`src/design/u8u16_pkg.sv`:
```
// Shared types and constants for the UTF-8 to UTF-16 transcoder.
package u8u16_pkg;

  localparam logic [15:0] UNIT_REPL = 16'hFFFD;
  localparam logic [20:0] CODE_MAX  = 21'h10FFFF;
  localparam logic [20:0] PLANE1    = 21'h010000;
  localparam logic [5:0]  SUR_HIGH  = 6'b110110;  // 0xD800 >> 10
  localparam logic [5:0]  SUR_LOW   = 6'b110111;  // 0xDC00 >> 10

  localparam int QDEPTH = 4;
  localparam int QAW    = $clog2(QDEPTH);
  localparam int QCW    = $clog2(QDEPTH + 1);

  // One decoded byte: one or two code units to emit.
  typedef struct packed {
    logic        two_units;
    logic [15:0] unit0;
    logic        repl0;
    logic [15:0] unit1;
    logic        repl1;
    logic        str_end;
  } entry_t;

endpackage

```
`src/design/utf8_to_utf16_transcoder_core.sv`:
```
// UTF-8 to UTF-16 transcoder top level: front decoder, entry queue, unit serialiser.
// Path: a byte's first code unit goes into the entry queue when the byte is taken, then into
//   the output register, which holds it on out_valid while out_stall is high.
// Throughput: one byte per cycle while the queue is not full; a byte yielding two units
//   takes the single output register twice; the four-entry queue absorbs the difference.
// Reset: synchronous on rst_n low; clears the open sequence, the queue and the output valid.
module utf8_to_utf16_transcoder_core import u8u16_pkg::*; (
  input  logic        clk,
  input  logic        rst_n,
  input  logic        in_valid,
  output logic        in_stall,
  input  logic [7:0]  in_byte_in,
  input  logic        in_string_end,
  output logic        out_valid,
  input  logic        out_stall,
  output logic [15:0] out_code_unit,
  output logic        out_replaced,
  output logic        out_run_last,
  output logic        out_string_last
);

  // Front to queue: an entry is pushed only for bytes that produce units; bytes
  // that open or extend a sequence leave nothing unless one ends or breaks, or the string ends.
  logic   q_full;
  logic   push;
  entry_t push_data;

  // Queue to back end
  logic   head_valid;
  entry_t head_data;
  logic   pop;

  u8u16_front u_front (
    .clk           (clk),
    .rst_n         (rst_n),
    .in_valid      (in_valid),
    .in_byte_in    (in_byte_in),
    .in_string_end (in_string_end),
    .in_stall      (in_stall),
    .q_full        (q_full),
    .push          (push),
    .push_data     (push_data)
  );

  u8u16_queue u_queue (
    .clk        (clk),
    .rst_n      (rst_n),
    .push       (push),
    .push_data  (push_data),
    .full       (q_full),
    .pop        (pop),
    .head_valid (head_valid),
    .head_data  (head_data)
  );

  // The back end pops an entry once its last unit is loaded into the output register.
  u8u16_back u_back (
    .clk             (clk),
    .rst_n           (rst_n),
    .head_valid      (head_valid),
    .head_data       (head_data),
    .pop             (pop),
    .out_valid       (out_valid),
    .out_stall       (out_stall),
    .out_code_unit   (out_code_unit),
    .out_replaced    (out_replaced),
    .out_run_last    (out_run_last),
    .out_string_last (out_string_last)
  );

endmodule

```
`src/design/u8u16_front.sv`:
```
// Front end: accepts bytes, tracks the open sequence and classifies results.
module u8u16_front import u8u16_pkg::*; (
  input  logic        clk,
  input  logic        rst_n,
  input  logic        in_valid,
  input  logic [7:0]  in_byte_in,
  input  logic        in_string_end,
  output logic        in_stall,
  input  logic        q_full,
  output logic        push,
  output entry_t      push_data
);

  logic [1:0]  pend_r, pend_nxt;
  logic [20:0] accum_r, accum_nxt;

  logic        accept;
  logic        is_cont, is_ascii, is_l2, is_l3, is_l4;
  logic [20:0] acc_shift;
  logic [1:0]  pend_dec;
  logic [20:0] v_off;
  logic        lead_has;
  logic [15:0] lead_unit;
  logic        lead_repl;
  logic [1:0]  n_units;
  entry_t      ent;

  assign in_stall = q_full;
  assign accept   = in_valid && !q_full;

  assign is_cont   = (in_byte_in[7:6] == 2'b10);
  assign is_ascii  = !in_byte_in[7];
  assign is_l2     = (in_byte_in[7:5] == 3'b110);
  assign is_l3     = (in_byte_in[7:4] == 4'b1110);
  assign is_l4     = (in_byte_in[7:3] == 5'b11110);
  assign acc_shift = {accum_r[14:0], in_byte_in[5:0]};
  assign pend_dec  = pend_r - 2'd1;
  assign v_off     = acc_shift - PLANE1;

  always_comb begin
    pend_nxt  = pend_r;
    accum_nxt = accum_r;
    n_units   = 2'd0;
    ent       = '0;
    lead_has  = 1'b0;
    lead_unit = UNIT_REPL;
    lead_repl = 1'b1;
    ent.str_end = in_string_end;

    if (pend_r != 2'd0 && is_cont) begin
      pend_nxt  = pend_dec;
      accum_nxt = acc_shift;
      if (pend_dec == 2'd0) begin
        accum_nxt = '0;
        if (acc_shift > CODE_MAX) begin
          n_units   = 2'd1;
          ent.unit0 = UNIT_REPL;
          ent.repl0 = 1'b1;
        end else if (acc_shift < PLANE1) begin
          n_units   = 2'd1;
          ent.unit0 = acc_shift[15:0];
        end else begin
          n_units   = 2'd2;
          ent.unit0 = {SUR_HIGH, v_off[19:10]};
          ent.unit1 = {SUR_LOW, v_off[9:0]};
        end
      end else if (in_string_end) begin
        // sequence cut short by end of string
        n_units   = 2'd1;
        ent.unit0 = UNIT_REPL;
        ent.repl0 = 1'b1;
      end
    end else begin
      pend_nxt  = 2'd0;
      accum_nxt = '0;
      if (is_ascii) begin
        lead_has  = 1'b1;
        lead_unit = {8'h00, in_byte_in};
        lead_repl = 1'b0;
      end else if (is_l2 || is_l3 || is_l4) begin
        if (is_l2) begin
          pend_nxt  = 2'd1;
          accum_nxt = {16'h0, in_byte_in[4:0]};
        end else if (is_l3) begin
          pend_nxt  = 2'd2;
          accum_nxt = {17'h0, in_byte_in[3:0]};
        end else begin
          pend_nxt  = 2'd3;
          accum_nxt = {18'h0, in_byte_in[2:0]};
        end
        // a lead on the final byte leaves a truncated sequence
        lead_has = in_string_end;
      end else begin
        lead_has = 1'b1;
      end

      if (pend_r != 2'd0) begin
        // interrupted sequence: replacement first, then the new lead
        ent.unit0     = UNIT_REPL;
        ent.repl0     = 1'b1;
        ent.unit1     = lead_unit;
        ent.repl1     = lead_repl;
        ent.two_units = lead_has;
        n_units       = lead_has ? 2'd2 : 2'd1;
      end else begin
        ent.unit0 = lead_unit;
        ent.repl0 = lead_repl;
        n_units   = lead_has ? 2'd1 : 2'd0;
      end
    end

    if (n_units == 2'd2) begin
      ent.two_units = 1'b1;
    end
    if (in_string_end) begin
      pend_nxt  = 2'd0;
      accum_nxt = '0;
    end
  end

  assign push      = accept && (n_units != 2'd0);
  assign push_data = ent;

  always_ff @(posedge clk) begin
    if (!rst_n) begin
      pend_r  <= 2'd0;
      accum_r <= '0;
    end else if (accept) begin
      pend_r  <= pend_nxt;
      accum_r <= accum_nxt;
    end
  end

endmodule

```
`src/design/u8u16_queue.sv`:
```
// Short queue of decoded entries between front and back ends.
module u8u16_queue import u8u16_pkg::*; (
  input  logic   clk,
  input  logic   rst_n,
  input  logic   push,
  input  entry_t push_data,
  output logic   full,
  input  logic   pop,
  output logic   head_valid,
  output entry_t head_data
);

  entry_t           slot_r [QDEPTH];
  logic [QAW-1:0]   wr_ptr_r, rd_ptr_r;
  logic [QCW-1:0]   cnt_r;
  logic             do_pop;

  assign full       = (cnt_r == QCW'(QDEPTH));
  assign head_valid = (cnt_r != '0);
  assign head_data  = slot_r[rd_ptr_r];
  assign do_pop     = pop && head_valid;

  always_ff @(posedge clk) begin
    if (push) begin
      slot_r[wr_ptr_r] <= push_data;
    end
  end

  always_ff @(posedge clk) begin
    if (!rst_n) begin
      wr_ptr_r <= '0;
      rd_ptr_r <= '0;
      cnt_r    <= '0;
    end else begin
      if (push) begin
        wr_ptr_r <= wr_ptr_r + QAW'(1);
      end
      if (do_pop) begin
        rd_ptr_r <= rd_ptr_r + QAW'(1);
      end
      if (push && !do_pop) begin
        cnt_r <= cnt_r + QCW'(1);
      end else if (do_pop && !push) begin
        cnt_r <= cnt_r - QCW'(1);
      end
    end
  end

endmodule

```
`src/design/u8u16_back.sv`:
```
// Back end: serialises queued entries into code units on the output register.
module u8u16_back import u8u16_pkg::*; (
  input  logic        clk,
  input  logic        rst_n,
  input  logic        head_valid,
  input  entry_t      head_data,
  output logic        pop,
  output logic        out_valid,
  input  logic        out_stall,
  output logic [15:0] out_code_unit,
  output logic        out_replaced,
  output logic        out_run_last,
  output logic        out_string_last
);

  logic        sel_r, sel_nxt;
  logic        valid_r, valid_nxt;
  logic [15:0] unit_r, unit_nxt;
  logic        repl_r, repl_nxt;
  logic        rlast_r, rlast_nxt;
  logic        slast_r, slast_nxt;
  logic        load;

  assign load = head_valid && (!valid_r || !out_stall);

  always_comb begin
    sel_nxt   = sel_r;
    valid_nxt = valid_r && out_stall;
    unit_nxt  = unit_r;
    repl_nxt  = repl_r;
    rlast_nxt = rlast_r;
    slast_nxt = slast_r;
    pop       = 1'b0;
    if (load) begin
      valid_nxt = 1'b1;
      unit_nxt  = sel_r ? head_data.unit1 : head_data.unit0;
      repl_nxt  = sel_r ? head_data.repl1 : head_data.repl0;
      rlast_nxt = sel_r || !head_data.two_units;
      slast_nxt = rlast_nxt && head_data.str_end;
      pop       = rlast_nxt;
      sel_nxt   = !rlast_nxt;
    end
  end

  always_ff @(posedge clk) begin
    if (!rst_n) begin
      sel_r   <= 1'b0;
      valid_r <= 1'b0;
    end else begin
      sel_r   <= sel_nxt;
      valid_r <= valid_nxt;
    end
  end

  always_ff @(posedge clk) begin
    unit_r  <= unit_nxt;
    repl_r  <= repl_nxt;
    rlast_r <= rlast_nxt;
    slast_r <= slast_nxt;
  end

  assign out_valid       = valid_r;
  assign out_code_unit   = unit_r;
  assign out_replaced    = repl_r;
  assign out_run_last    = rlast_r;
  assign out_string_last = slast_r;

endmodule

```
`config.mk`:
```
export PLATFORM = sky130hd
export DESIGN_NAME = utf8_to_utf16_transcoder_core
export DESIGN_NICKNAME = d
export VERILOG_FILES = /design/src/design/u8u16_pkg.sv /design/src/design/utf8_to_utf16_transcoder_core.sv /design/src/design/u8u16_front.sv /design/src/design/u8u16_queue.sv /design/src/design/u8u16_back.sv
export SDC_FILE = /design/constraint.sdc
export NUM_CORES = 1
export LEC_CHECK = 0
export ABC_AREA = 1
export BUFFER_PORTS_ARGS = -buffer_cell sky130_fd_sc_hd__buf_2
export CAP_MARGIN = 10
export CORE_MARGIN = 1
export CORE_UTILIZATION = 30
export DETAILED_ROUTE_END_ITERATION = 16
export MAX_ROUTING_LAYER = met4
export PLACE_DENSITY_LB_ADDON = 0.25
export SLEW_MARGIN = 20
export SYNTH_ARGS = -nofsm -noshare
export SYNTH_HDL_FRONTEND = slang
export SYNTH_SLANG_ARGS = --single-unit
```
`constraint.sdc`:
```
create_clock -name clk -period 4.55 [get_ports clk]
set_input_delay 0.455 -clock clk [delete_from_list [all_inputs] [get_ports clk]]
set_output_delay 0.455 -clock clk [all_outputs]
set_load 0.02 [all_outputs]
```
### After elaboration in Yosys (flattened, before gate mapping)

Memory sizes are Yosys's and may differ from the RTL's. A register that Yosys moved wholly into a read port is not among the register bits.
Cells that the tools add are included.

* register bits after elaboration: 45
* bits in writable memories: 144
* input bits: 13
* output and inout port bits: 21
* memories: 1

Memory list
* u_queue.slot_r: depth 4, width 36, rd ports 1, clocked after memory_dff 1, wr ports 1, line u8u16_queue.sv:13 `entry_t slot_r [QDEPTH];`

* $add $sub $neg: 6
* order comparisons: 2
* equal/unequal tests: 6
* mux-type cells: 51
* reductions and logical operators: 25

Operators by type and width (number)
* 2-to-1 mux 16 bit: 7
* 2-to-1 mux 15 bit: 5
* 2-to-1 mux 17 bit: 4
* 2-to-1 mux 33 bit: 1
* 2-to-1 mux 2 bit: 13
* > comparator 21 bit (second input constant): 1
* < comparator 21 x 17 -> 1 bit (second input constant): 1
* subtractor 20 x 17 -> 20 bit (second input constant): 1
* 2-to-1 mux 1 bit: 17
* logical AND 1 bit: 9
* zero test 1 bit: 7
* == test 3 bit (second input constant): 2
* 2-to-1 mux 3 bit: 2
* nonzero test 2 bit: 3
* == test 5 bit (second input constant): 1
* 2-to-1 mux 5 bit: 1
* adder 2 x 1 -> 2 bit (second input constant): 2
* == test 2 bit (second input constant): 2
* == test 4 bit (second input constant): 1
* logical OR 1 bit: 4
* 2-to-1 mux 4 bit: 1
* adder 3 x 1 -> 3 bit (second input constant): 1
* nonzero test 3 bit: 1
* subtractor 3 x 1 -> 3 bit (second input constant): 1
* 2 further kinds: 2

### Depth between registers and ports, before layout

Gate-level depths: netlist (run 1).

* depth after elaboration: 15
* depth in mapped cells: 18
* gate-level depth less buffers: 18

### Modules after synthesis

A second synthesis (run 1) with hierarchy kept.

* cell total of the unflattened synthesis: 745
* area total of the unflattened synthesis: 8529.4 sq um

Modules (own cells, without submodules)
* u8u16_queue: times used 1, cells an instance 411, area each 6065.8 sq um, seq. area each 4504.3 sq um
* u8u16_front: times used 1, cells an instance 244, area each 1556.5 sq um, seq. area each 340.3 sq um
* u8u16_back: times used 1, cells an instance 90, area each 907.1 sq um, seq. area each 610.6 sq um

### Worst setup path before layout (run 1)

Ideal clock, no wire load.

* kind: register to register
* from: register u_front.pend_r[0]
* to: memory u_queue.slot_r[0][0] (netlist bit) (enable)
* library setup time: 0.419 ns
* data arrival time: 2.827 ns
* data required time: 4.131 ns
* slack: 1.304 ns
* stages on the path, launching flop included: 10
* path buffers: 0
* period minus slack after synthesis: 3.246 ns
* cells stage by stage: dfxtp_1 inv_1 ha_1 nor3_4 nand2_4 nor2_8 nand2_4 nand3_2 nand2_2 nor2_1

* longest elaborated chain between the ends: 8
* elaborated cells between the ends (all ways): 11

RTL lines
* from (decl): line u8u16_front.sv:14 `logic [1:0] pend_r, pend_nxt;`
* from (signal assigned): line u8u16_front.sv:129 `pend_r <= pend_nxt;`
* subtractor 2 x 1 -> 2 bit: line u8u16_front.sv:37 `assign pend_dec = pend_r - 2'd1;`
* zero test 2 bit: line u8u16_front.sv:53 `if (pend_dec == 2'd0) begin`
* 2-to-1 mux 2 bit: line u8u16_front.sv:53
* 2-to-1 mux 2 bit *: line u8u16_front.sv:50 `if (pend_r != 2'd0 && is_cont) begin`
* nonzero test 2 bit *: line u8u16_front.sv:121 `assign push = accept && (n_units != 2'd0);`
* logical AND 1 bit *: line u8u16_front.sv:121
* 2-to-1 mux 1 bit *: line u8u16_queue.sv:24 `if (push) begin`
* 2-to-1 mux 1 bit (not written as such) *: line u8u16_queue.sv:25 `slot_r[wr_ptr_r] <= push_data;`
* to (decl): line u8u16_queue.sv:13

Mark *: on every way between the ends. The rest lies on a longest branch, timed or not.

### Worst setup path in the final report (run 1)

* from: register u_front.pend_r[0]
* to: register u_queue.cnt_r[2]

* longest elaborated chain between the ends: 9
* elaborated cells between the ends (all ways): 14

RTL lines
* subtractor 2 x 1 -> 2 bit: line u8u16_front.sv:37
* zero test 2 bit: line u8u16_front.sv:53
* 2-to-1 mux 2 bit: line u8u16_front.sv:53
* 2-to-1 mux 2 bit *: line u8u16_front.sv:50
* nonzero test 2 bit *: line u8u16_front.sv:121
* logical AND 1 bit *: line u8u16_front.sv:121
* named net push: line utf8_to_utf16_transcoder_core.sv:25 `logic push;`
* zero test 1 bit: line u8u16_queue.sv:43 `end else if (do_pop && !push) begin`
* logical AND 1 bit: line u8u16_queue.sv:43
* nonzero test 2 bit (no line)
* to (signal assigned): line u8u16_queue.sv:42 `cnt_r <= cnt_r + QCW'(1);`
* to (signal assigned): line u8u16_queue.sv:44 `cnt_r <= cnt_r - QCW'(1);`
* to (decl): line u8u16_queue.sv:15 `logic [QCW-1:0] cnt_r;`

Mark *: on every way through the listed nets, which the timed path passes. The rest lies on a longest branch.
A chain may end at the register's enable or synchronous reset.

==> results.sh, run 1 <==
export IMPL_status="finished, final reports clean"
export IMPL_cts_made_buffers=17
export IMPL_drive_above_1_share_pct=13.1
export IMPL_total_power_mw=4.64
export IMPL_vdd_ir_drop_worst_uv=220
export IMPL_synth_cells=679
export IMPL_postRouteWirelength_mm=16.9
export IMPL_num_vias=4948
export IMPL_detail_route_antenna_nets=0
export IMPL_ys_dominant_reg_cell="sky130_fd_sc_hd__edfxtp_1"
export IMPL_share_clk_of_total_power_pct=30.9
export IMPL_timing_final_hold_violations=0
export IMPL_cap_viol_max_count=0
export IMPL_global_route_usage_total_pct=14.9
export IMPL_synth_avg_cell_area_sq_um=10.8
export IMPL_power_leakage_nw=3.09
export IMPL_synth_enable_flop_cells=143
export IMPL_num_nets_final=735
export IMPL_holdWs_ps=303
export IMPL_avgViaCountPerCell=4.74
export IMPL_max_slew_margin_rel_pct=34.5
export IMPL_ff_latch_area_sq_um=4860
export IMPL_slew_viol_final=0
export IMPL_synth_distinct_cells=36
export IMPL_post_cts_setup_buffer_count=0
export IMPL_initialDrtViolationCount=389
export IMPL_rsz0062_at_grt="false"
export IMPL_number_of_levels_in_the_clock_h_tree=4
export IMPL_final_period_utilization_pct=73.7
export IMPL_power_per_cell_area_nw_per_um2=548
export IMPL_timing_critical_path_from_type="flop"
export IMPL_number_of_input_and_output_port_buffers_inserted=33
export IMPL_die_height_microns=158
export IMPL_setup_violations=0
export IMPL_fin_tns_setup_ps=0
export IMPL_ctsResizeCount=0
export IMPL_net_switching_power_mw=1.47
export IMPL_worstPathRequired_ps=4850
export IMPL_io_pins=34
export IMPL_post_drt_wl_per_cell_microns=16.2
export IMPL_p_comb_share_pct=23.9
export IMPL_worst_setup_path_end_kind="flop"
export IMPL_cp_slowest_cell="sky130_fd_sc_hd__nor3_4"
export IMPL_dr_pass1_iters=5
export IMPL_synth_nets=703
export IMPL_highest_net_fanout_along_the_worst_path=15
export IMPL_max_slew_worst_pin_slew_ps=975
export IMPL_core_sq_um=23800
export IMPL_max_clock_path_buffers=2
export IMPL_intPower_mw=3.18
export IMPL_synth_seq_cells=171
export IMPL_timing_clock_skew_ps=7.80
export IMPL_hold_class="primary input to flop"
export IMPL_grt_max_degree=43
export IMPL_critical_path_class="flop to flop"
export IMPL_ctsRootBufferMaster="sky130_fd_sc_hd__clkbuf_16"
export IMPL_grt_pass1_vias=4711
export IMPL_asyncSetResetFlopFracSynth_pct=0
export IMPL_drc_errors=0
export IMPL_tritoncts_num_sinks=171
export IMPL_remaining_global_route_overflow=0
export IMPL_power_sequential_fraction_pct=45.2
export IMPL_critical_path_most_common_cell="sky130_fd_sc_hd__a21oi_1"
export IMPL_multiInputGateArea_sq_um=2190
export IMPL_die_area_sq_um=25100
export IMPL_clk_latency_ps=420
export IMPL_cp_cell_sequence="inv_1 -> ha_1 -> nor3_4 -> inv_2 -> nor2_1 -> a21oi_1 -> nand3_2 -> nand2_2 -> inv_2 -> ha_1 -> inv_1 -> fa_1 -> a21oi_1 -> o21ai_0 -> o21ai_0 -> a21oi_1"
export IMPL_timing_critical_path_arrival_ps=3660
export IMPL_post_synth_instance_area_sq_um=7340
export IMPL_rows=56
export IMPL_postCtsHoldBufs=0
export IMPL_max_clock_freq_ghz=0.298
export IMPL_gp_routability_congestion=0.911
export IMPL_grt_pass1_wl_mm=26.6
export IMPL_yosysWarnings=0
export IMPL_dp_hpwl_mm=10.8
export IMPL_initial_utilization_pct=30.9
export IMPL_critical_path_max_stage_delay_ps=570
export IMPL_fill_cells=2380
export IMPL_yosysSeqAreaShare_pct=66.1
export IMPL_cts_reportedPaths_clkPinSlew_ps=60
export IMPL_power_switching_fraction_pct=31.6
export IMPL_final_common_cell="sky130_fd_sc_hd__edfxtp_1"
export IMPL_tritoncts="built"
export IMPL_most_common_layout_cells="143 x sky130_fd_sc_hd__edfxtp_1, 106 x sky130_fd_sc_hd__nand2_1, 105 x sky130_fd_sc_hd__nor2_1"
export IMPL_finalCriticalPeriod_ps=3350
export IMPL_area_growth_pct=15.3
export IMPL_antenna_cells=0
export IMPL_number_of_antenna_violations_at_the_first_check_in_global_routing=0
export IMPL_fp_dieW_microns=158
worst paths after layout:
kind,cells after the start,endpoint,from,slack [ps]
setup / recovery,16,u_queue.cnt_r[2],u_front.pend_r[0],1200
hold / removal,3,u_front.accum_r[1],in_byte_in[1],300
setup reg to reg,16,u_queue.cnt_r[2],u_front.pend_r[0],1200
hold reg to reg,2,u_front.pend_r[1],u_front.pend_r[1],470
critical path, delay by kind of cell, from the launching register on:
| family | cells | cell delay, ps |
|---|---|---|
| simple gates | 4 | 1050 |
| fa+ha+maj | 3 | 880 |
| compound gates | 5 | 550 |
| buf+inv | 4 | 400 |
| flops | 1 | 370 |
cells by family (layout without fill, tap and decap cells):
family | after synthesis | count (layout) | share of synthesized area, %
compound gates | 162 | 162 | 12.8
xor+xnor | 1 | 1 | 0.119
fa+ha+maj | 11 | 11 | 1.98
buf+inv | 85 | 130 | 4.47
flops | 171 | 171 | 66.1
simple gates | 249 | 249 | 14.5
registers in the layout, summed over array words and instances (netlist names), named ones only:
signal and count:
u_queue.rd_ptr_r 2, u_queue.cnt_r 3, u_queue.wr_ptr_r 2, u_back.out_replaced 1
u_back.out_valid 1, u_front.pend_r 2, u_front.accum_r 15, u_back.out_run_last 1
u_queue.slot_r 124, u_back.sel_r 1, u_back.out_code_unit 16, u_back.out_string_last 1
power groups by stage:
stage / registers, mW / clock network, mW / logic (mW)
after global placement: 2.14 / 0 / 1.13
final: 2.10 / 1.44 / 1.11
after global routing: 2.12 / 1.52 / 1.26
after detailed placement: 2.14 / 0 / 1.14
after CTS: 2.10 / 1.47 / 1.14
after floorplan: 2.22 / 0 / 0.652
per-layer routing:
metal | up-vias | global-route usage [%] | wire length, microns
met5 | - | - | 0
met4 | 0 | 5.13 | 333
met3 | 20 | 3.05 | 837
met2 | 132 | 22.2 | 7450
met1 | 2344 | 20.0 | 8230
li1 | 2452 | - | -
through the flow:
stage,cells,utilization (%),instance area (sq um),setup WS (ps)
floorplan,679,-,7340,1300
global placement,1011,33.2,7890,1250
detailed placement,1011,33.2,7890,1200
CTS,1043,35.6,8470,1200
global route,1043,35.6,8470,830
finish,1043,35.6,8470,1200
cell usage after synthesis, types with 3 or more instances:
library cell	instances	share of area, %
sky130_fd_sc_hd__a22oi_1	4	0.41
sky130_fd_sc_hd__edfxtp_1	143	58
sky130_fd_sc_hd__o22ai_1	16	1.4
sky130_fd_sc_hd__o32ai_1	5	0.60
sky130_fd_sc_hd__ha_1	10	1.7
sky130_fd_sc_hd__inv_2	7	0.36
sky130_fd_sc_hd__buf_2	4	0.27
sky130_fd_sc_hd__a31oi_1	10	0.85
sky130_fd_sc_hd__o21ai_0	65	4.4
sky130_fd_sc_hd__nor3_1	10	0.68
sky130_fd_sc_hd__o2111ai_1	6	0.72
sky130_fd_sc_hd__nand2_1	106	5.4
sky130_fd_sc_hd__o21a_1	3	0.31
sky130_fd_sc_hd__clkbuf_1	22	1.1
sky130_fd_sc_hd__nor2_1	109	5.6
sky130_fd_sc_hd__nand3_1	7	0.48
sky130_fd_sc_hd__dfxtp_1	28	7.6
sky130_fd_sc_hd__inv_1	48	2.5
sky130_fd_sc_hd__nand3b_1	4	0.41
sky130_fd_sc_hd__a21oi_1	43	2.9
sky130_fd_sc_hd__a221o_1	7	0.95
final cells by class:
cell class                      instances  area share [%]
Multi-Input combinational cell        423            25.8
Sequential cell                       171            57.4
Clock inverter                          9            1.34
Timing Repair Buffer                   42            2.75
Inverter                               56            2.48
Clock buffer                           23            5.53
Tap cell                              319            4.71
(Power assumes the default switching activity.)
==> run 2: changes to the inputs <==
--- a/config.mk
+++ b/config.mk
@@ -5,7 +5,7 @@
 export SDC_FILE = /design/constraint.sdc
 export NUM_CORES = 1
 export LEC_CHECK = 0
-export ABC_AREA = 1
+export ABC_AREA = 0
 export BUFFER_PORTS_ARGS = -buffer_cell sky130_fd_sc_hd__buf_2
 export CAP_MARGIN = 10
 export CORE_MARGIN = 1
==> constraint.sdc (replaced) <==
create_clock -name clk -period 2.7 [get_ports clk]
set_input_delay 0.27 -clock clk [delete_from_list [all_inputs] [get_ports clk]]
set_output_delay 0.27 -clock clk [all_outputs]
set_load 0.02 [all_outputs]
==> run 2 against run 1 <==
Against the previous run:
- fmax increased by 28%
- worst hold slack got worse by 190 ps
- critical path depth shrank 4
- total power is 68% higher
- via count is 18% lower
==> results.sh, run 2 <==
export IMPL_postCtsHoldBufs=0
export IMPL_io_pins=34
export IMPL_number_of_levels_in_the_clock_h_tree=4
export IMPL_worst_setup_path_end_kind="flop"
export IMPL_power_switching_fraction_pct=29.3
export IMPL_global_route_usage_total_pct=13.7
export IMPL_grt_pass1_wl_mm=23.7
export IMPL_postRouteWirelength_mm=15.5
export IMPL_timing_final_hold_violations=0
export IMPL_crit_path_from="u_front.pend_r[0]"
export IMPL_drc_errors=0
export IMPL_power_sequential_fraction_pct=44.9
export IMPL_fp_dieW_microns=157
export IMPL_max_slew_worst_pin_slew_ps=651
export IMPL_cap_viol_max_count=0
export IMPL_antenna_cells=0
export IMPL_intPower_mw=5.52
export IMPL_timing_critical_path_from_type="flop"
export IMPL_power_per_cell_area_nw_per_um2=910
export IMPL_detail_route_antenna_nets=0
export IMPL_hold_class="primary input to flop"
export IMPL_cts_reportedPaths_clkPinSlew_ps=60
export IMPL_whs_path_depth=3
export IMPL_post_synth_instance_area_sq_um=7200
export IMPL_highest_net_fanout_along_the_worst_path=8
export IMPL_max_clock_path_buffers=2
export IMPL_cp_cell_sequence="inv_1 -> ha_4 -> buf_6 -> nor3b_4 -> nor3_2 -> nor3b_2 -> ha_2 -> inv_1 -> fa_2 -> xor2_1 -> or3_1 -> a21boi_1"
export IMPL_cts_made_buffers=17
export IMPL_final_common_cell="sky130_fd_sc_hd__edfxtp_1"
export IMPL_synth_enable_flop_cells=143
export IMPL_yosysSeqAreaShare_pct=67.5
export IMPL_holdWs_ps=113
export IMPL_num_vias=4058
export IMPL_timing_critical_path_arrival_ps=2970
export IMPL_synth_seq_cells=171
export IMPL_detailedPlace_worstSlack_ps=-72.8
export IMPL_proportion_of_netlist_area_held_by_the_largest_area_contributor_pct=59.7
export IMPL_ys_dominant_reg_cell="sky130_fd_sc_hd__edfxtp_1"
export IMPL_synth_distinct_cells=55
export IMPL_yosysWarnings=0
export IMPL_finalCriticalPeriod_ps=2610
export IMPL_num_nets_final=541
export IMPL_rows=56
export IMPL_status="finished, final reports clean"
export IMPL_synth_nets=478
export IMPL_synth_cells_most_frequent="143 x sky130_fd_sc_hd__edfxtp_1, 31 x sky130_fd_sc_hd__mux4_2, 28 x sky130_fd_sc_hd__dfxtp_1, 25 x sky130_fd_sc_hd__o21ai_0, 21 x sky130_fd_sc_hd__nand2_1"
export IMPL_tritoncts_num_sinks=171
export IMPL_top_reg_by_flops="u_queue.slot_r"
export IMPL_critical_path_max_stage_delay_ps=360
export IMPL_asyncSetResetFlopFracSynth_pct=0
export IMPL_setup_violations=0
export IMPL_cp_slowest_cell="sky130_fd_sc_hd__or3_1"
export IMPL_gp_routability_congestion=0.790
export IMPL_share_clk_of_total_power_pct=29.2
export IMPL_r2r_worst_path_cells=12
export IMPL_vdd_ir_drop_worst_uv=365
export IMPL_clk_latency_ps=420
export IMPL_ctsRootBufferMaster="sky130_fd_sc_hd__clkbuf_16"
export IMPL_number_of_antenna_violations_at_the_first_check_in_global_routing=0
export IMPL_power_leakage_nw=2.87
export IMPL_area_growth_pct=19.1
export IMPL_avgViaCountPerCell=4.78
export IMPL_yosys_area_top_type="sky130_fd_sc_hd__edfxtp_1"
export IMPL_die_height_microns=157
export IMPL_synth_avg_cell_area_sq_um=15.9
export IMPL_initial_utilization_pct=30.7
export IMPL_largest_register_ff_count=124
export IMPL_drive_above_1_share_pct=30.6
export IMPL_finalWorstSetupSlack_ps=87.8
export IMPL_number_of_input_and_output_port_buffers_inserted=33
export IMPL_p_comb_share_pct=25.9
export IMPL_core_sq_um=23500
export IMPL_slew_viol_final=0
export IMPL_dp_hpwl_mm=9.47
export IMPL_synth_cells=454
export IMPL_dr_pass1_iters=4
export IMPL_grt_max_degree=32
export IMPL_grt_pass1_vias=4070
export IMPL_remaining_global_route_overflow=0
export IMPL_critical_path_most_common_cell="sky130_fd_sc_hd__inv_1"
export IMPL_timing_rr_start="u_front.pend_r[0]"
export IMPL_net_switching_power_mw=2.28
export IMPL_max_slew_margin_rel_pct=56.6
export IMPL_post_drt_wl_per_cell_microns=18.2
export IMPL_post_synth_top_count_cell="sky130_fd_sc_hd__edfxtp_1"
export IMPL_critical_path_class="flop to flop"
export IMPL_max_clock_freq_ghz=0.383
export IMPL_tritoncts="built"
export IMPL_synth_top_cells_by_area="sky130_fd_sc_hd__edfxtp_1 60%, sky130_fd_sc_hd__mux4_2 9.7%, sky130_fd_sc_hd__dfxtp_1 7.8%"
export IMPL_initialDrtViolationCount=201
export IMPL_final_period_utilization_pct=96.7
export IMPL_die_area_sq_um=24600
export IMPL_hold_crit_start="out_stall"
export IMPL_most_common_layout_cells="143 x sky130_fd_sc_hd__edfxtp_1, 33 x sky130_fd_sc_hd__buf_2, 31 x sky130_fd_sc_hd__mux4_2"
export IMPL_timing_clock_skew_ps=8.47
export IMPL_worstPathRequired_ps=3060
export IMPL_total_power_mw=7.80
[run 2: metal layers]
metal | part of all wire, % | routed length, microns | global-route usage [%] | up-vias
li1 | - | - | - | 1894
met1 | 43 | 6680 | 16.0 | 2064
met2 | 51 | 7960 | 23.3 | 78
met3 | 3.7 | 578 | 2.49 | 22
met4 | 1.7 | 264 | 5.74 | 0
met5 | 0 | 0 | - | -
[run 2: timing repair]
action,CTS,global route
gates resized for setup,0,8
hold endpoints to repair,0,0
endpoints found under the setup margin,0,1
buffers inserted,0,6
[run 2: critical path, delay by kind of cell (launching register included)]
kind / cells / cell delay (ps)
adder cells (fa/ha/maj): 3 / 740
flip-flops: 1 / 330
AND/OR/NAND/NOR: 4 / 910
AO/OA/AOI/OAI: 1 / 150
buffers and inverters: 3 / 250
XOR/XNOR: 1 / 160
[run 2: final timing paths]
check,end,slack (ps)
max,u_queue.cnt_r[2],90
min,u_back.out_valid,110
max reg2reg,u_queue.cnt_r[2],90
min reg2reg,u_back.out_valid,500
[run 2: cells by family (layout without fill, tap and decap cells)]
logic type      Yosys count  count (layout)  synth area share (%)
compound gates           81              81                  7.79
fa+ha+maj                11              11                  2.02
simple gates            102             102                  8.08
flops                   171             171                  67.5
xor+xnor                  6               6                 0.730
buf+inv                  39             115                  2.24
mux                      44              44                  11.7
[run 2: cell type report]
type	count	area (sq um)
Fill cell	2219	14900
Clock inverter	14	123
Inverter	18	67.6
Clock buffer	18	429
Sequential cell	171	4860
Timing Repair Buffer	65	459
Tap cell	319	399
Multi-Input combinational cell	244	2230
[run 2: power groups by stage]
stage / combinational (mW) / clock, mW / sequential [mW]
floorplan: 1.18 / 0 / 3.76
global placement: 2.04 / 0 / 3.55
detailed placement: 2.06 / 0 / 3.57
CTS: 2.07 / 2.34 / 3.51
global route: 2.20 / 2.43 / 3.54
finish: 2.02 / 2.28 / 3.50
[run 2: metrics by stage]
step           area (sq um)  instances  util, %  TNS, ps
2_1_floorplan          7250        454        -    -4.46
3_3_place_gp           7940        811     33.8    -1.20
3_5_place_dp           7940        811     33.8    -72.8
4_1_cts                8490        843     36.2        0
5_1_grt                8570        849     36.5    -32.3
6_report               8570        849     36.5        0
==> run 3: changes to the inputs <==
--- a/config.mk
+++ b/config.mk
@@ -11,7 +11,6 @@
 export CORE_MARGIN = 1
 export CORE_UTILIZATION = 30
 export DETAILED_ROUTE_END_ITERATION = 16
-export MAX_ROUTING_LAYER = met4
 export PLACE_DENSITY_LB_ADDON = 0.25
 export SLEW_MARGIN = 20
 export SYNTH_ARGS = -nofsm -noshare
==> run 3 against run 2 <==
Against the previous run:
- global-route usage decreased by 0.45 points
- sequential share of layout area unchanged
- wire length about the same
- flip-flop and latch count unchanged
- clock skew about the same
- combinational power about the same
- largest power group unchanged
- count of clock-buffer cells in the layout unchanged
- register-to-register slack about the same
==> results.sh, run 3 (synthesized netlist as in run 2, its figures left out) <==
export IMPL_fill_cells=2219
export IMPL_timing_critical_path_from_type="flop"
export IMPL_worst_setup_path_end_kind="flop"
export IMPL_finalCriticalPeriod_ps=2610
export IMPL_initialDrtViolationCount=202
export IMPL_dr_pass1_iters=4
export IMPL_drive_above_1_share_pct=30.6
export IMPL_postCtsHoldBufs=0
export IMPL_rows=56
export IMPL_grt_util_met2_pct=23.3
export IMPL_most_common_layout_cells="143 x sky130_fd_sc_hd__edfxtp_1, 33 x sky130_fd_sc_hd__buf_2, 31 x sky130_fd_sc_hd__mux4_2"
export IMPL_core_sq_um=23500
export IMPL_detail_route_antenna_nets=0
export IMPL_hold_class="primary input to flop"
export IMPL_die_height_microns=157
export IMPL_num_vias=4099
export IMPL_fp_dieW_microns=157
export IMPL_num_nets_final=541
export IMPL_hold_crit_start="out_stall"
export IMPL_timing_clock_skew_ps=8.14
export IMPL_power_per_cell_area_nw_per_um2=911
export IMPL_max_clock_path_buffers=2
export IMPL_timing_critical_path_arrival_ps=2970
export IMPL_worstPathRequired_ps=3060
export IMPL_grt_max_degree=32
export IMPL_power_leakage_nw=2.87
export IMPL_cap_viol_max_count=0
export IMPL_io_pins=34
export IMPL_vdd_ir_drop_worst_uv=369
export IMPL_max_slew_worst_pin_slew_ps=654
export IMPL_timing_rr_start="u_front.pend_r[0]"
export IMPL_timing_final_hold_violations=0
export IMPL_dp_hpwl_mm=9.47
export IMPL_final_period_utilization_pct=96.7
export IMPL_largest_register_ff_count=124
export IMPL_total_power_mw=7.81
export IMPL_max_clock_freq_ghz=0.383
export IMPL_postRouteWirelength_mm=15.5
export IMPL_status="finished, final reports clean"
export IMPL_slew_viol_final=0
export IMPL_number_of_levels_in_the_clock_h_tree=4
export IMPL_final_common_cell="sky130_fd_sc_hd__edfxtp_1"
export IMPL_post_drt_wl_per_cell_microns=18.2
export IMPL_drc_errors=0
export IMPL_ctsRootBufferMaster="sky130_fd_sc_hd__clkbuf_16"
export IMPL_gp_routability_congestion=0.776
export IMPL_tritoncts_num_sinks=171
export IMPL_area_growth_pct=19.1
export IMPL_cts_reportedPaths_clkPinSlew_ps=70
export IMPL_global_route_usage_total_pct=13.3
export IMPL_final_util_pct=36.5
export IMPL_top_reg_by_flops="u_queue.slot_r"
export IMPL_remaining_global_route_overflow=0
export IMPL_clk_latency_ps=430
export IMPL_initial_utilization_pct=30.7
export IMPL_cts_made_buffers=17
export IMPL_max_slew_margin_rel_pct=56.4
export IMPL_critical_path_class="flop to flop"
export IMPL_grt_busiest_layer="met2"
export IMPL_grt_pass1_vias=4085
export IMPL_die_area_sq_um=24600
export IMPL_gr_usage_met3_pct=2.52
export IMPL_avgViaCountPerCell=4.83
export IMPL_number_of_input_and_output_port_buffers_inserted=33
export IMPL_tritoncts="built"
export IMPL_global_routing_usage_on_met1_pct=15.9
export IMPL_highest_net_fanout_along_the_worst_path=8
export IMPL_number_of_antenna_violations_at_the_first_check_in_global_routing=0
export IMPL_crit_path_from="u_front.pend_r[0]"
export IMPL_grt_pass1_wl_mm=23.7
export IMPL_antenna_cells=0
export IMPL_setup_violations=0
-- run 3: cell counts in the layout (fill, tap and decap cells not counted) --
Identical to the previous run, type by type.
-- run 3: worst paths after layout --
| path | cells past startpoint | slack (ps) | endpoint |
|---|---|---|---|
| worst max-delay path | 12 | 90 | u_queue.cnt_r[2] |
| worst min-delay path | 3 | 110 | u_back.out_valid |
| worst max register to register | 12 | 90 | u_queue.cnt_r[2] |
| worst min register to register | 2 | 500 | u_queue.cnt_r[2] |
-- run 3: what timing repair did --
| action | CTS | global route |
|---|---|---|
| endpoints found under the setup margin | 0 | 1 |
| buffers inserted | 0 | 6 |
| hold endpoints to repair | 0 | 0 |
| resized for setup | 0 | 8 |
-- run 3: critical path: stages (launching register included) --
cell and delay [ps]:
sky130_fd_sc_hd__dfxtp_2 330, sky130_fd_sc_hd__inv_1 60, sky130_fd_sc_hd__ha_4 190, sky130_fd_sc_hd__buf_6 140, sky130_fd_sc_hd__nor3b_4 230, sky130_fd_sc_hd__nor3_2 80, sky130_fd_sc_hd__nor3b_2 250, sky130_fd_sc_hd__ha_2 220
sky130_fd_sc_hd__inv_1 50, sky130_fd_sc_hd__fa_2 330, sky130_fd_sc_hd__xor2_1 160, sky130_fd_sc_hd__or3_1 350, sky130_fd_sc_hd__a21boi_1 150
-- run 3: power by group --
| part | internal (mW) | leakage [nW] | switching [mW] |
|---|---|---|---|
| logic | 0.857 | 1.04 | 1.16 |
| clock network | 1.27 | 0.267 | 1.01 |
| registers | 3.39 | 1.55 | 0.113 |
-- run 3: routing by layer --
| layer | vias up | routed length (microns) | share of wire, % |
|---|---|---|---|
| met5 | - | 0 | 0 |
| met4 | 0 | 313 | 2.0 |
| met3 | 25 | 440 | 2.8 |
| met2 | 69 | 7970 | 52 |
| met1 | 2107 | 6740 | 44 |
| li1 | 1898 | - | - |
-- run 3: final cells by class --
type,instances,area [sq um],share of cell area [%]
Multi-Input combinational cell,244,2230,26.1
Sequential cell,171,4860,56.7
Tap cell,319,399,4.66
Inverter,18,67.6,0.788
Timing Repair Buffer,65,459,5.36
Clock buffer,18,429,5.01
Clock inverter,14,123,1.43
-- run 3: through the flow --
step | TNS [ps] | cells | hold WS (ps) | instance area [sq um] | setup slack, ps
6_report | 0 | 849 | 109 | 8570 | 89.3
5_1_grt | -32.3 | 849 | 103 | 8570 | -32.3
4_1_cts | 0 | 843 | 90.6 | 8490 | 37.6
3_5_place_dp | -72.8 | 811 | 500 | 7940 | -72.8
3_3_place_gp | -1.20 | 811 | 482 | 7940 | -1.20
2_1_floorplan | -4.46 | 454 | 369 | 7250 | -4.46
